<file path="config.mk">
export PLATFORM = sky130hd
export DESIGN_NAME = touch_press_event_tracker_top
export DESIGN_NICKNAME = d
export VERILOG_FILES = /design/src/tpet_pkg.sv /design/src/tpet_scale.sv /design/src/tpet_core.sv /design/src/touch_press_event_tracker_top.sv
export SDC_FILE = /design/constraint.sdc
export NUM_CORES = 1
export LEC_CHECK = 0
export ABC_AREA = 1
export ABC_CLOCK_PERIOD_IN_PS = 8950
export BUFFER_PORTS_ARGS = -buffer_cell sky130_fd_sc_hd__buf_4
export CAP_MARGIN = 15
export CORE_MARGIN = 1
export CORE_UTILIZATION = 40
export CTS_CLUSTER_DIAMETER = 200
export DETAILED_ROUTE_END_ITERATION = 8
export HOLD_SLACK_MARGIN = 0.02
export PLACE_DENSITY = 0.66
export SYNTH_ARGS = -nofsm -noshare
export SYNTH_HDL_FRONTEND = slang
export SYNTH_SLANG_ARGS = --single-unit
</file>
<file path="constraint.sdc">
create_clock -name clock -period 8.95 [get_ports clock]
set_input_delay 1.79 -clock clock [delete_from_list [all_inputs] [get_ports clock]]
set_output_delay 1.79 -clock clock [all_outputs]
set_load 0.05 [all_outputs]
</file>
<file path="src/tpet_pkg.sv">
package tpet_pkg;

   localparam int CSR_INDEX_W = 2;
   localparam int CSR_DATA_W  = 16;

   typedef enum logic [CSR_INDEX_W-1:0] {
      CSR_MIRROR_AXES  = 2'd0,
      CSR_LONG_DELAY   = 2'd1,
      CSR_REPEAT_DELAY = 2'd2,
      CSR_REARM        = 2'd3
   } csr_index_type;

   localparam logic [15:0] LONG_DELAY_RESET   = 16'd20;
   localparam logic [15:0] REPEAT_DELAY_RESET = 16'd5;
   localparam logic [15:0] REARM_RESET        = 16'd10;

   typedef enum logic [1:0] {
      EV_DOWN = 2'd0,
      EV_LONG = 2'd1,
      EV_UP   = 2'd2
   } event_type;

   typedef enum logic [2:0] {
      PH_IDLE    = 3'd0,
      PH_CONFIRM = 3'd1,
      PH_HELD    = 3'd2,
      PH_REPEAT  = 3'd3,
      PH_REARM   = 3'd4
   } phase_type;

   typedef struct packed {
      logic        pen_down;
      logic [11:0] raw_x;
      logic [11:0] raw_y;
   } req_item_type;

   typedef struct packed {
      event_type   event_kind;
      logic [8:0]  x_pos;
      logic [7:0]  y_pos;
   } rsp_item_type;

   typedef struct packed {
      logic        mirror_axes;
      logic [15:0] long_press_delay;
      logic [15:0] repeat_delay;
      logic [15:0] rearm_interval;
   } csr_type;

   // panel calibration window and screen span per axis
   localparam logic [11:0] X_LO   = 12'd460;
   localparam logic [11:0] X_HI   = 12'd3650;
   localparam logic [8:0]  X_SPAN = 9'd320;
   localparam logic [11:0] Y_LO   = 12'd384;
   localparam logic [11:0] Y_HI   = 12'd3758;
   localparam logic [8:0]  Y_SPAN = 9'd240;

   // divide by (hi - lo) as multiply by ceil(2^32 / (hi - lo)), exact for the value range
   localparam int RECIP_SHIFT = 32;
   localparam int RECIP_W     = 21;
   localparam longint unsigned X_DEN = longint'(X_HI) - longint'(X_LO);
   localparam longint unsigned Y_DEN = longint'(Y_HI) - longint'(Y_LO);
   localparam longint unsigned X_RECIP_L = ((64'd1 << RECIP_SHIFT) + X_DEN - 64'd1) / X_DEN;
   localparam longint unsigned Y_RECIP_L = ((64'd1 << RECIP_SHIFT) + Y_DEN - 64'd1) / Y_DEN;
   localparam logic [RECIP_W-1:0] X_RECIP = X_RECIP_L[RECIP_W-1:0];
   localparam logic [RECIP_W-1:0] Y_RECIP = Y_RECIP_L[RECIP_W-1:0];

endpackage

</file>
<file path="src/tpet_scale.sv">
module tpet_scale
   import tpet_pkg::*;
(
   input  logic         mirror_axes,
   input  req_item_type item,
   output logic [8:0]   x_pos,
   output logic [7:0]   y_pos
);

   localparam int NUM_W  = 21;
   localparam int PROD_W = NUM_W + RECIP_W;

   function automatic logic [9:0] scale_axis(input logic [11:0] v,
                                             input logic [11:0] lo,
                                             input logic [8:0] span,
                                             input logic [RECIP_W-1:0] recip);
      logic [11:0]       d;
      logic [NUM_W-1:0]  n;
      logic [PROD_W-1:0] p;
      logic [9:0]        q;
      d = v - lo;
      n = NUM_W'(d) * NUM_W'(span);
      p = PROD_W'(n) * PROD_W'(recip);
      q = p[RECIP_SHIFT +: 10];
      if (v <= lo || q > 10'(span)) begin
         q = '0;
      end
      return q;
   endfunction

   logic [11:0] vx;
   logic [11:0] vy;
   logic [9:0]  qx;
   logic [9:0]  qy;

   // mirrored reading is 0xfff - v, i.e. the bitwise complement
   assign vx = mirror_axes ? ~item.raw_x : item.raw_x;
   assign vy = mirror_axes ? ~item.raw_y : item.raw_y;

   assign qx = scale_axis(vx, X_LO, X_SPAN, X_RECIP);
   assign qy = scale_axis(vy, Y_LO, Y_SPAN, Y_RECIP);

   assign x_pos = qx[8:0];
   assign y_pos = qy[7:0];

endmodule

</file>
<file path="src/tpet_core.sv">
module tpet_core
   import tpet_pkg::*;
(
   input  logic         clock,
   input  logic         reset,
   input  csr_type      csr,
   input  logic         in_valid,
   input  logic         pen_down,
   input  logic [8:0]   scaled_x,
   input  logic [7:0]   scaled_y,
   output logic         in_taken,
   output logic         rsp_valid,
   output rsp_item_type rsp_item,
   input  logic         rsp_stall
);

   phase_type    phase_ff, phase_in;
   logic [15:0]  tick_ff, tick_in;
   logic [8:0]   last_x_ff, last_x_in;
   logic [7:0]   last_y_ff, last_y_in;
   logic         rsp_valid_ff, rsp_valid_in;
   rsp_item_type rsp_item_ff;
   logic         emit;
   event_type    kind;
   logic [15:0]  limit;
   logic         proc;

   // an item moves on once the result register is free or being drained
   assign proc     = in_valid && (!rsp_valid_ff || !rsp_stall);
   assign in_taken = proc;
   assign limit    = (phase_ff == PH_HELD) ? csr.long_press_delay : csr.repeat_delay;

   always_comb begin
      phase_in  = phase_ff;
      tick_in   = tick_ff;
      last_x_in = last_x_ff;
      last_y_in = last_y_ff;
      emit      = 1'b0;
      kind      = EV_DOWN;
      if (proc) begin
         unique case (phase_ff)
            PH_IDLE: begin
               if (pen_down) begin
                  phase_in = PH_CONFIRM;
               end
            end
            PH_CONFIRM: begin
               if (pen_down) begin
                  last_x_in = scaled_x;
                  last_y_in = scaled_y;
                  phase_in  = PH_HELD;
                  tick_in   = '0;
                  emit      = 1'b1;
                  kind      = EV_DOWN;
               end else begin
                  phase_in = PH_IDLE;
               end
            end
            PH_HELD, PH_REPEAT: begin
               if (pen_down) begin
                  if (tick_ff >= limit) begin
                     last_x_in = scaled_x;
                     last_y_in = scaled_y;
                     phase_in  = PH_REPEAT;
                     tick_in   = '0;
                     emit      = 1'b1;
                     kind      = EV_LONG;
                  end else begin
                     tick_in = tick_ff + 16'd1;
                  end
               end else begin
                  // release reports the coordinates held from the last event
                  phase_in = PH_REARM;
                  tick_in  = '0;
                  emit     = 1'b1;
                  kind     = EV_UP;
               end
            end
            PH_REARM: begin
               if (tick_ff < csr.rearm_interval) begin
                  tick_in = tick_ff + 16'd1;
               end else begin
                  phase_in = PH_IDLE;
               end
            end
            default: begin
               phase_in = PH_IDLE;
            end
         endcase
      end
   end

   assign rsp_valid_in = proc ? emit : (rsp_valid_ff && rsp_stall);

   always_ff @(posedge clock) begin
      if (reset) begin
         phase_ff     <= PH_IDLE;
         tick_ff      <= '0;
         last_x_ff    <= '0;
         last_y_ff    <= '0;
         rsp_valid_ff <= 1'b0;
      end else begin
         phase_ff     <= phase_in;
         tick_ff      <= tick_in;
         last_x_ff    <= last_x_in;
         last_y_ff    <= last_y_in;
         rsp_valid_ff <= rsp_valid_in;
      end
   end

   always_ff @(posedge clock) begin
      if (proc && emit) begin
         rsp_item_ff.event_kind <= kind;
         rsp_item_ff.x_pos      <= last_x_in;
         rsp_item_ff.y_pos      <= last_y_in;
      end
   end

   assign rsp_valid = rsp_valid_ff;
   assign rsp_item  = rsp_item_ff;

   a_confirm_gives_down: assert property (@(posedge clock) disable iff (reset)
      (proc && phase_ff == PH_CONFIRM && pen_down)
      |=> (rsp_valid_ff && rsp_item_ff.event_kind == EV_DOWN && phase_ff == PH_HELD))
      else $error("confirmed press did not produce a down item");

   a_idle_no_result: assert property (@(posedge clock) disable iff (reset)
      (proc && (phase_ff == PH_IDLE || phase_ff == PH_REARM)) |=> !rsp_valid_ff)
      else $error("result produced in idle or rearm phase");

   a_emit_clears_count: assert property (@(posedge clock) disable iff (reset)
      (proc && emit) |=> (tick_ff == 16'd0))
      else $error("tick count not cleared on event");

   a_coord_range: assert property (@(posedge clock) disable iff (reset)
      rsp_valid_ff |-> (rsp_item_ff.x_pos <= 9'(X_SPAN) && rsp_item_ff.y_pos <= 8'(Y_SPAN)))
      else $error("scaled coordinate out of screen range");

   a_up_from_hold: assert property (@(posedge clock) disable iff (reset)
      (proc && emit && kind == EV_UP) |=> (phase_ff == PH_REARM))
      else $error("release did not enter rearm");

endmodule

</file>
<file path="src/touch_press_event_tracker_top.sv">
// Touch press event tracker.
// Request channel (req_valid, req_stall, req_item): one item per panel tick
// with the pen-down level and raw 12-bit x/y readings. Result channel
// (rsp_valid, rsp_stall, rsp_item): DOWN, LONG or UP events with screen
// coordinates scaled to 0..320 / 0..240. Most ticks produce no result.
// Configuration: csr_wr_en writes csr_wdata into the register picked by
// csr_index (mirror, long-press delay, repeat delay, rearm interval); write
// only while no item is in flight.
// Path: an accepted item waits in the input register, then the phase
// machine and coordinate scaler feed the result register. Throughput: one
// item per cycle while rsp_stall is not holding a pending result; each
// axis is scaled by a multiply by its span and one by its reciprocal.
// When rsp_stall holds a pending result, one more item waits in the input
// register, after which req_stall rises until the result is taken.
// Reset (synchronous, active high) returns the machine to idle, clears the
// tick count and stored coordinates, drops both valid flags and restores
// the register defaults.
module touch_press_event_tracker_top
   import tpet_pkg::*;
(
   input  logic                   clock,
   input  logic                   reset,
   input  logic                   req_valid,
   output logic                   req_stall,
   input  req_item_type           req_item,
   output logic                   rsp_valid,
   input  logic                   rsp_stall,
   output rsp_item_type           rsp_item,
   input  logic                   csr_wr_en,
   input  logic [CSR_INDEX_W-1:0] csr_index,
   input  logic [CSR_DATA_W-1:0]  csr_wdata
);

   csr_type      csr_ff, csr_in;
   logic         in_valid_ff, in_valid_in;
   req_item_type in_item_ff;
   logic         in_taken;
   logic         req_accept;
   logic [8:0]   scaled_x;
   logic [7:0]   scaled_y;

   always_comb begin
      csr_in = csr_ff;
      if (csr_wr_en) begin
         unique case (csr_index_type'(csr_index))
            CSR_MIRROR_AXES:  csr_in.mirror_axes      = csr_wdata[0];
            CSR_LONG_DELAY:   csr_in.long_press_delay = csr_wdata[15:0];
            CSR_REPEAT_DELAY: csr_in.repeat_delay     = csr_wdata[15:0];
            CSR_REARM:        csr_in.rearm_interval   = csr_wdata[15:0];
            default:          csr_in = csr_ff;
         endcase
      end
   end

   always_ff @(posedge clock) begin
      if (reset) begin
         csr_ff.mirror_axes      <= 1'b0;
         csr_ff.long_press_delay <= LONG_DELAY_RESET;
         csr_ff.repeat_delay     <= REPEAT_DELAY_RESET;
         csr_ff.rearm_interval   <= REARM_RESET;
      end else begin
         csr_ff <= csr_in;
      end
   end

   // input register refills in the same cycle its item moves on
   assign req_stall  = in_valid_ff && !in_taken;
   assign req_accept = req_valid && !req_stall;
   assign in_valid_in = req_accept ? 1'b1 : (in_valid_ff && !in_taken);

   always_ff @(posedge clock) begin
      if (reset) begin
         in_valid_ff <= 1'b0;
      end else begin
         in_valid_ff <= in_valid_in;
      end
   end

   always_ff @(posedge clock) begin
      if (req_accept) begin
         in_item_ff <= req_item;
      end
   end

   tpet_scale u_scale (
      .mirror_axes (csr_ff.mirror_axes),
      .item        (in_item_ff),
      .x_pos       (scaled_x),
      .y_pos       (scaled_y)
   );

   tpet_core u_core (
      .clock     (clock),
      .reset     (reset),
      .csr       (csr_ff),
      .in_valid  (in_valid_ff),
      .pen_down  (in_item_ff.pen_down),
      .scaled_x  (scaled_x),
      .scaled_y  (scaled_y),
      .in_taken  (in_taken),
      .rsp_valid (rsp_valid),
      .rsp_item  (rsp_item),
      .rsp_stall (rsp_stall)
   );

endmodule
</file>
==> metrics <==
Area Growth Syn to Fin=15.2%; Ys Warns=0; Crit Path Max Fanout=8; post-synthesis sequential area ratio=17.7%; Vias/cell=~4.8; filler instances=4,100; post-synth top area share=23.5%; number of routed nets with antenna violations=0; FFs w/ async S/R, synth=0%; final RePlAce weighted congestion=0.933; first-iteration detailed-routing DRC count=713; clk root buf=clkbuf_16; status=complete, no violations; Pre-Repair DR Iteration Count=5; worst-margin pin slew=1.12 ns; Multi-input gate area=~13,000 sq um; Crit. End Element=flop; share of layout cells above drive strength 1=approximately an eighth; area leader, netlist=ha_1; final hold vios=0; CORE AREA=~42,000 sq um; r2r endpoint=u_core.last_y_ff[6]$_SDFF_PP0_; Reg2Reg Depth=42; clock skew=between 0.02 and 0.025 ns; #FFs+latches synth=131; crit-path max cell delay=0.57 ns; H-tree Lvls=4; Slew Limit Fails=0; largest net degree at the start of global routing=between 50 and 60; DIE HEIGHT=between 200 and 250 um; die width=210 um; Cell Area, Synth=17,300 sq um; Hold Crit Class=reg -> reg; Worst Hold End=csr_ff[22]$_SDFFE_PP0P_; io pins=a little under 70; Slowest cell on crit path=fa_1; GR Util All Layers=19.1%; # diodes=0; CTS clk-pin slew, worst paths=about 0.060 ns; Syn Inst Count=2,161; WP data required=approximately 9.3 ns; clk buf depth=2; row cnt=between 70 and 80; first-pass GRT wire length=around 68,000 um; most frequent cell after synthesis=inv_1; Fmax achieved=117 MHz; IO Port Bufs=68; Net count, final=2,803; Setup violations, final=0; starting density of the core=41.0%; TritonCTS clock tree=yes; MaxCap Viol Count=0; WL final=40,300 um; worst reg2reg startpoint=in_item_ff[1]$_DFFE_PP_; die area=around 44,000 sq um; Crit Path Category=reg -> reg; FF-to-FF setup slack=0.39 ns; initial antenna violation count=0; post-synthesis cell type count=49; synthesized area per cell=8.03 sq um; final clock period utilization by the worst path=between 90% and 100%; vias in the first global route=14.1k; worst relative slew slack=approximately 25%; Post-DP Area=18,700 sq um; Wirelength per Cell=14.1 um; latest clock arrival within the worst-skew pair=approximately 0.44 ns; RSZ-0062 raised after global routing=yes; final instance area=20,000 sq um; ys flop type=dfxtp_1; Syn Nets=2,691; CP Launch Type=flop; via count=13.8k; CP most frequent cell=nand2_1; GRT overflow=0; Post-synth EDFFs=between 40 and 50; CTS sink cnt=131; hold depth=2; top cells by area, synth=ha_1 (24%), fa_1 (18%), inv_1 (11%); register area=3070 sq um; DRC=0; Detailed Place HPWL=33,900 um; list of most frequent post-synthesis cells=inv_1 (506), nand2_1 (338), ha_1 (326); CTS Buf Count=17; final worst path period need=8.56 ns; Arr. time, crit path=8.91 ns; HP Start=csr_ff[22]$_SDFFE_PP0P_
-- critical path, delay by kind of cell, from the launching register on --
| family | cells | cell delay, ns |
|---|---|---|
| flops | 1 | 0.41 |
| xor+xnor | 2 | 0.44 |
| compound gates | 9 | 1.43 |
| fa+ha+maj | 10 | 4.11 |
| simple gates | 13 | 1.39 |
| buf+inv | 8 | 0.70 |
-- flip-flops by register name (all words and copies together) (netlist names) --
register and cells:
u_core.rsp_item 19, u_core.last_x_ff 9, u_core.last_y_ff 8, u_core.phase_ff 3
in_valid_ff 1, u_core.tick_ff 16, u_core.rsp_valid 1, csr_ff 49
in_item_ff 25
-- layout make-up --
class                      instances  area share [%]
multi-input combinational       1493            63.8
sequential                       131            15.3
inverter                         510            9.58
timing repair buffer             120            4.78
tap                              577            3.61
clock buffer                      21            2.47
clock inverter                    11           0.438
-- timing repair --
item,in CTS,in global routing
gates cloned,0,0
gates resized for setup,6,104
setup buffers,1,21
endpoints found under the setup margin,32,34
hold buffers,0,0
pin swaps,1,35
-- per-stage QoR --
stage	utilization, %	setup WS [ns]	hold slack [ns]	cells	TNS [ns]
global route	47.2	-0.107	0.463	2863	-1.08
detailed placement	44.1	-0.0896	0.438	2808	-1.22
floorplan	-	0.162	0.423	2161	0
finish	47.2	0.393	0.450	2863	0
CTS	45.6	0.0126	0.453	2841	0
global placement	44.1	-0.000548	0.433	2807	-0.000548
-- cells in the final DEF, fill, tap and decap left out, types with 4 or more instances in the layout --
master / instances
inv_2: 11
a21oi_2: 23
dfxtp_1: 86
edfxtp_1: 44
xnor2_1: 24
buf_12: 4
xor2_2: 9
o21ai_1: 6
buf_4: 115
ha_1: 309
nand2_1: 331
xor2_1: 46
nand4_1: 10
inv_1: 497
nand3_1: 75
o21a_1: 7
a21oi_1: 119
ha_4: 14
clkbuf_16: 19
o21bai_1: 12
a31oi_1: 5
nor2_2: 14
nand2_2: 13
o21ai_0: 93
a21o_1: 15
nor3_1: 30
fa_1: 154
nor2_1: 128
-- how the worst max path moves through the flow --
stage,to,from,depth (start not counted)
2_1_floorplan,u_core.rsp_item[0]$_DFFE_PP_,csr_ff[48]$_SDFFE_PP0P_,51
3_3_place_gp,u_core.rsp_item[15]$_DFFE_PP_,csr_ff[48]$_SDFFE_PP0P_,42
3_5_place_dp,u_core.rsp_item[6]$_DFFE_PP_,csr_ff[48]$_SDFFE_PP0P_,37
4_1_cts,u_core.rsp_item[6]$_DFFE_PP_,csr_ff[48]$_SDFFE_PP0P_,49
5_1_grt,u_core.last_y_ff[6]$_SDFF_PP0_,in_item_ff[1]$_DFFE_PP_,42
6_report,u_core.last_y_ff[6]$_SDFF_PP0_,in_item_ff[1]$_DFFE_PP_,42
-- metal layers --
layer	up-vias	GRT usage (%)	share of wire [%]	wire (um)
li1	7055	-	-	-
met2	207	33.6	49	19600
met5	-	0	0	0
met4	0	5.03	1.8	731
met1	6486	24.7	46	18700
met3	38	2.32	3.1	1250
-- logic make-up (layout without fill, tap and decap cells) --
family | Yosys count | in the layout | synth area share (%)
compound gates | 304 | 304 | 9.85
xor+xnor | 84 | 84 | 4.28
fa+ha+maj | 482 | 482 | 41.5
buf+inv | 537 | 662 | 11.8
flops | 131 | 131 | 17.7
mux | 2 | 2 | 0.123
simple gates | 621 | 621 | 14.8
Power is not shown: default switching activity piles up to over one toggle a cycle in this logic, so the estimate is an artifact.
